--- config.mk ---
export PLATFORM = sky130hd
export DESIGN_NAME = lsm_cell
export DESIGN_NICKNAME = d
export VERILOG_FILES = /design/src/sv/lsm_pkg.sv /design/src/sv/lsm_cell.sv
export SDC_FILE = /design/constraint.sdc
export NUM_CORES = 1
export LEC_CHECK = 0
export BUFFER_PORTS_ARGS = -buffer_cell sky130_fd_sc_hd__buf_2
export CAP_MARGIN = 25
export CORE_MARGIN = 8
export CORE_UTILIZATION = 43
export DETAILED_ROUTE_END_ITERATION = 12
export GPL_TIMING_DRIVEN = 0
export PLACE_DENSITY = 0.85
export SETUP_SLACK_MARGIN = 0.2
export SYNTH_ARGS = -nofsm -noshare
export SYNTH_HDL_FRONTEND = slang
export SYNTH_SLANG_ARGS = --single-unit
--- constraint.sdc ---
create_clock -name clk -period 3.1 [get_ports clk]
set_clock_uncertainty 0.1 [all_clocks]
set_input_delay 0.155 -clock clk [delete_from_list [all_inputs] [get_ports clk]]
set_output_delay 0.155 -clock clk [all_outputs]
set_load 0.03 [all_outputs]
--- src/sv/lsm_pkg.sv ---
// lsm_pkg: shared types and constants for the lifo stack with max tracking
// holds the command/error codes, beat structs and cell control struct
// no dependencies

package lsm_pkg;

  localparam logic signed [31:0] INT_MIN = 32'sh8000_0000;

  typedef enum logic [1:0] {
    CMD_PUSH = 2'd0,
    CMD_POP  = 2'd1,
    CMD_READ = 2'd2,
    CMD_NOP  = 2'd3
  } cmd_t;

  typedef enum logic [1:0] {
    ERR_NONE      = 2'd0,
    ERR_OVERFLOW  = 2'd1,
    ERR_UNDERFLOW = 2'd2,
    ERR_INDEX     = 2'd3
  } err_t;

  typedef struct packed {
    cmd_t               command;
    logic signed [31:0] push_value;
    logic        [5:0]  read_index;
  } req_t;

  typedef struct packed {
    logic signed [31:0] data_out;
    logic signed [31:0] max_value;
    logic        [6:0]  count;
    err_t               error;
  } res_t;

  // one stack entry plus the max of itself and everything below it
  typedef struct packed {
    logic signed [31:0] value;
    logic signed [31:0] mx;
  } cell_t;

  typedef struct packed {
    logic push;   // every entry moves one cell deeper
    logic pop;    // every entry moves one cell toward the top
    logic load;   // copy entries into the read line
    logic shift;  // read line moves one cell toward the top
  } cell_ctl_t;

endpackage

--- src/sv/lsm_cell.sv ---
// lsm_cell: one position of the stack chain, entry plus read-line tap
// depends on lsm_pkg for cell_t and cell_ctl_t

module lsm_cell (
  input  logic                    clk,
  input  lsm_pkg::cell_ctl_t      ctl,
  input  lsm_pkg::cell_t          up_in,
  input  lsm_pkg::cell_t          dn_in,
  input  logic signed [31:0]      rd_dn,
  output lsm_pkg::cell_t          ent,
  output logic signed [31:0]      rd
);

  always_ff @(posedge clk) begin
    if (ctl.push) begin
      ent <= up_in;
    end else if (ctl.pop) begin
      ent <= dn_in;
    end
    if (ctl.load) begin
      rd <= ent.value;
    end else if (ctl.shift) begin
      rd <= rd_dn;
    end
  end

endmodule

==> results of run 1 <==
-- logic make-up after synthesis --
kind of cell / Yosys count / share of synthesized area
muxes: 96 / 0.296
DFF: 96 / 0.675
buffers and inverters: 11 / 0.0261
and+or+nand+nor: 2 / 0.00293
-- report_power, final --
| part | internal, mW | leakage, nW | switching (mW) |
|---|---|---|---|
| combinational | 0.392 | 2.05 | 0.500 |
| sequential | 1.60 | 0.978 | 0.0482 |
| clock | 0.362 | 0.0849 | 0.408 |
| total | 2.35 | 3.12 | 0.956 |
-- worst max-delay path, stage by stage --
cell and delay (ns):
dlygate4sd3_1 0.54, buf_2 0.12, mux2_4 0.25, dlygate4sd3_1 0.59
-- sequential cells by signal (all words and copies together), names as in the netlist --
name  cells
ent      64
rd       32
-- through the flow --
stage               instances  worst slack, ns  hold slack (ns)
floorplan                 205            0.671            0.272
global placement          596           0.0237            0.355
global route              704             1.44        -0.000799
CTS                       701             1.49         0.000139
detailed placement        596             1.29            0.359
finish                    705             1.43           0.0210
-- metal layers --
| metal | vias up | wire length, um | global-route usage |
|---|---|---|---|
| met5 | - | 0 | 0 |
| met4 | 0 | 322 | 0.0856 |
| met3 | 23 | 1190 | 0.0532 |
| met2 | 157 | 7510 | 0.375 |
| met1 | 1546 | 4560 | 0.188 |
| li1 | 1528 | - | - |
-- path summary, 6_finish.rpt --
path                                     endpoint  slack (ns)  cells past startpoint
worst max register to register   rd[16]$_DFFE_PP_        2.04                      1
worst min-delay path             rd[10]$_DFFE_PP_        0.02                      2
worst min register to register    rd[7]$_DFFE_PP_        0.48                      1
worst max-delay path            ent[57]$_DFFE_PP_        1.43                      4
-- cell type report --
cell class,instances,share of cell area
Sequential cell,96,0.422
Timing Repair Buffer,350,0.324
Multi-Input combinational cell,98,0.187
Tap cell,133,0.0244
Clock buffer,10,0.0187
Buffer,11,0.0163
Clock inverter,5,0.00714
Antenna cell,2,0.000732
-- Yosys cell counts --
master / count
buf_2: 2
buf_6: 9
edfxtp_1: 96
mux2_2: 47
mux2_4: 49
or2_1: 1
or2_2: 1
-- repair_timing --
| item | CTS | global route |
|---|---|---|
| endpoints found under the hold margin | 58 | 2 |
| hold buffers | 90 | 2 |
| setup endpoints to repair | 0 | 0 |
==> summary.md, run 1 <==
| Metric | Value |
|---|---|
| CP arrival | `1.66 ns` |
| RSZ-0062 raised after global routing | `false` |
| CTS Buf Count | `9` |
| # IOs | `261` |
| Worst R2R Start | `ent[48]$_DFFE_PP_` |
| Syn nets | `370` |
| Clk buf depth | `2` |
| First-pass GRT wire length | `19.6 mm` |
| Footprint of the multi-input gates | `1280 um2` |
| Status | `complete, no violations` |
| Endpoints failing setup | `0` |
| DRC | `0` |
| Syn_area_per_cell | `20.8 um2` |
| CP Max Fanout | `1` |
| Power Density | `484 nW/um2` |
| Post-Synthesis Cells | `205` |
| Initial antenna violation count | `2` |
| Most common cell after layout, fill and taps aside | `buf_2` |
| Most area-hungry cell type in the Yosys netlist | `edfxtp_1` |
| Setup crit end kind | `flip-flop` |
| Gpl congestion | `0.839` |
| Root Buffer | `clkbuf_8` |
| Via-to-Cell Ratio | `4.62` |
| Post-CTS Resized | `0` |
| PortBufs | `258` |
| Drt wl/cell | `between 15 and 20 um` |
| H-Tree Depth | `3` |
| Die area | `around 13000 um2` |
| Required @ worst endpoint | `around 3.1 ns` |
| DR iter-0 viols | `127` |
| Gr usage total | `0.194` |
| Share of cells above drive strength 1 | `0.663` |
| Post-CTS Setup Bufs | `0` |
| Largest net degree at the start of global routing | `65` |
| Final Hold Fails | `0` |
| Cell variety after synth | `7` |
| Chip width | `116 um` |
| Utilization after layout | `0.702` |
| Synth area leaders | `edfxtp_1 67%, mux2_4 17%, mux2_2 12%` |
| Vias in the first global route | `3826` |
| Sequential cell area | `2880 um2` |
| Worst-Skew Late Latency | `0.34 ns` |
| #FFs+latches synth | `96` |
| CP startpoint | `dn_in[57]` |
| Most frequent cells in the layout | `260 x buf_2, 96 x edfxtp_1, 92 x dlygate4sd3_1` |
| Slew margin rel. | `0.378` |
| # fillers | `669` |
| Max Cap Viol | `0` |
| Setup_tns | `0 ns` |
| Area grow syn2layout | `60.0%` |
| Initial Utilization | `0.439` |
| Yosys Warn Count | `0` |
| Peak VDD IR | `0.257 mV` |
| WL final | `13.6 mm` |
| Final period util | `0.539` |
| Dpl hpwl | `9.51 mm` |
| Worst slew pin tran | `0.933 ns` |
| Post-route ant nets | `0` |
| Worst min-delay path class | `input pin to flip-flop` |
| Core Region | `around 9700 um2` |
| Seq/Total Area, Yosys | `0.675` |
| Clock Sinks | `96` |
| Yosys top cell area share | `0.675` |
| TritonCTS clock tree | `done` |
| Critical path launch point type | `input pin` |
| Setup CP Type | `input pin to flip-flop` |
| Clock transition at path regs | `around 0.090 ns` |
| Synth Cell Area | `4270 um2` |
| Final Cell Area | `6830 um2` |
| Vias | `3254` |
| DR pass1 iterations | `4` |
| Hold Path Origin | `rd_dn[10]` |
| DIE HEIGHT | `roughly 120 um` |
| Placed inst area | `approximately 5700 um2` |
| LEAKAGE | `3.12 nW` |
| Grt ovf | `0` |
| Slew Viols, Final | `0` |
| FMAX | `around 600 MHz` |
| Nets | `731` |
| Std cell rows | `36` |
| Post-layout min period | `1.67 ns` |
| Tot Pwr | `about 3.3 mW` |
Note: power is estimated with default switching activity, not from simulation.
==> run 2, diff against run 1 <==
Settings changed: CORE_UTILIZATION 43 to 39, PLACE_DENSITY 0.85 to 0.82.
Clock period 3.1 ns to 1.4 ns, I/O delays scaled along.
==> summary.md, run 2 <==
| Metric | Value |
|---|---|
| Status | `did not finish (was complete, no violations)` |
| Halt Stage | `clock tree synthesis` |
| First Err | `[ERROR RSZ-0060] Max buffer count reached.` |
| Root Buffer | `clkbuf_8 (unchanged)` |
| Clk buf depth | `2 (unchanged)` |
| Yosys Warn Count | `0 (unchanged)` |
| Place WS | `-0.239 ns (was 1.29 ns)` |
| Gpl congestion | `0.778 (was 0.839)` |
| #FFs+latches synth | `96 (unchanged)` |
| Synth Cell Area | `4270 um2 (unchanged)` |
| Synth area leaders | `edfxtp_1 67%, mux2_4 17%, mux2_2 12% (unchanged)` |
| # IOs | `261 (unchanged)` |
| Post-CTS Resized | `0 (unchanged)` |
| PortBufs | `258 (unchanged)` |
| CTS Buf Count | `9 (unchanged)` |
| Post-Synthesis Cells | `205 (unchanged)` |
| Initial Utilization | `0.398 (was 0.439)` |
| Count leader, synth | `edfxtp_1 (unchanged)` |
| Cell variety after synth | `7 (unchanged)` |
| Chip width | `121 um (was 116 um)` |
| Share of synthesized registers carrying an async set or reset | `0 (unchanged)` |
| Seq/Total Area, Yosys | `0.675 (unchanged)` |
| H-Tree Depth | `3 (unchanged)` |
| Synth top cells by count | `96 x edfxtp_1, 49 x mux2_4, 47 x mux2_2 (unchanged)` |
| Dpl hpwl | `9.35 mm (was 9.51 mm)` |
| Syn_area_per_cell | `20.8 um2 (unchanged)` |
| Clock Sinks | `96 (unchanged)` |
| DIE HEIGHT | `121 um (was 116 um)` |
| Cts-stage hold buffer count | `124 (was 90)` |
| Most area-hungry cell type in the Yosys netlist | `edfxtp_1 (unchanged)` |
| Syn nets | `370 (unchanged)` |
| Post-synth EDFFs | `96 (unchanged)` |
| Yosys top cell area share | `0.675 (unchanged)` |
| Std cell rows | `38 (was 36)` |
| Ys flop type | `edfxtp_1 (unchanged)` |
| Post-CTS Setup Bufs | `0 (unchanged)` |
==> run 2: cell counts after synthesis <==
No cell type changed its count.
==> run 2: cell families after synthesis <==
family / after synthesis / share of synthesized area
buffers and inverters: 11 / 0.0261
muxes: 96 / 0.296
and+or+nand+nor: 2 / 0.00293
DFF: 96 / 0.675
==> run 2: metrics by stage <==
stage / instances / hold slack [ns] / area [um2]
2_1_floorplan: 205 / 0.187 / 4290
3_3_place_gp: 603 / 0.270 / 5760
3_5_place_dp: 603 / 0.274 / 5760
==> run 3, diff against run 2 <==
Settings changed: CORE_UTILIZATION 39 to 40, PLACE_DENSITY 0.82 to unset, PLACE_DENSITY_LB_ADDON set to 0.15, SETUP_SLACK_MARGIN 0.2 to unset.
Clock period 1.4 ns to 1.8 ns, I/O delays scaled along.
==> summary.md, run 3 <==
| Metric | Value |
|---|---|
| Status | `did not finish (unchanged)` |
| Halt Stage | `clock tree synthesis (unchanged)` |
| First Err | `[ERROR RSZ-0060] Max buffer count reached. (unchanged)` |
| Yosys top cell area share | `0.675 (unchanged)` |
| PortBufs | `258 (unchanged)` |
| CTS Buf Count | `9 (unchanged)` |
| Most area-hungry cell type in the Yosys netlist | `edfxtp_1 (unchanged)` |
| Std cell rows | `37 (was 38)` |
| Post-Synthesis Cells | `205 (unchanged)` |
| Syn nets | `370 (unchanged)` |
| Compound-Gate Fraction of Synth Area | `0 (unchanged)` |
| Synth area leaders | `edfxtp_1 67%, mux2_4 17%, mux2_2 12% (unchanged)` |
| Placed inst area | `5740 um2 (was 5760 um2)` |
| Post-synthesis simple-gate area fraction | `0.00293 (unchanged)` |
| #FFs+latches synth | `96 (unchanged)` |
| Ys flop type | `edfxtp_1 (unchanged)` |
| Yosys Warn Count | `0 (unchanged)` |
| Clk buf depth | `2 (unchanged)` |
| Cell variety after synth | `7 (unchanged)` |
| Post-CTS Resized | `0 (unchanged)` |
| Syn_area_per_cell | `20.8 um2 (unchanged)` |
| Largest family of logic cells by synthesized area | `multiplexers (unchanged)` |
| Mux share of post-synthesis cell area | `0.296 (unchanged)` |
| Count leader, synth | `edfxtp_1 (unchanged)` |
| Placed Cells | `599 (was 603)` |
| Post-synth EDFFs | `96 (unchanged)` |
| XOR/XNOR share of the synthesized area | `0 (unchanged)` |
| # IOs | `261 (unchanged)` |
| Initial Utilization | `0.412 (was 0.398)` |
| H-Tree Depth | `3 (unchanged)` |
| Synth top cells by count | `96 x edfxtp_1, 49 x mux2_4, 47 x mux2_2 (unchanged)` |
| Post-CTS Setup Bufs | `0 (unchanged)` |
| Chip width | `119 um (was 121 um)` |
| Synth Area in Adders | `0 (unchanged)` |
| DIE HEIGHT | `119 um (was 121 um)` |
| Gpl congestion | `0.799 (was 0.778)` |
| Synth Cell Area | `4270 um2 (unchanged)` |
| Clock Sinks | `96 (unchanged)` |
| Cts-stage hold buffer count | `124 (unchanged)` |
| Root Buffer | `clkbuf_8 (unchanged)` |
| Seq/Total Area, Yosys | `0.675 (unchanged)` |
| Dpl hpwl | `9.44 mm (was 9.35 mm)` |
| Share of synthesized registers carrying an async set or reset | `0 (unchanged)` |
run 3: cell counts after synthesis:
No cell type changed its count.
run 3: stage by stage:
stage / setup TNS [ns] / setup WS (ns)
3_3_place_gp: -25.52 / -0.402
3_5_place_dp: 0 / 0.0220
2_1_floorplan: 0 / 0.0685
run 3: logic make-up after synthesis:
| logic type | after synthesis |
|---|---|
| buf+inv | 11 |
| simple gates | 2 |
| flops | 96 |
| mux | 96 |
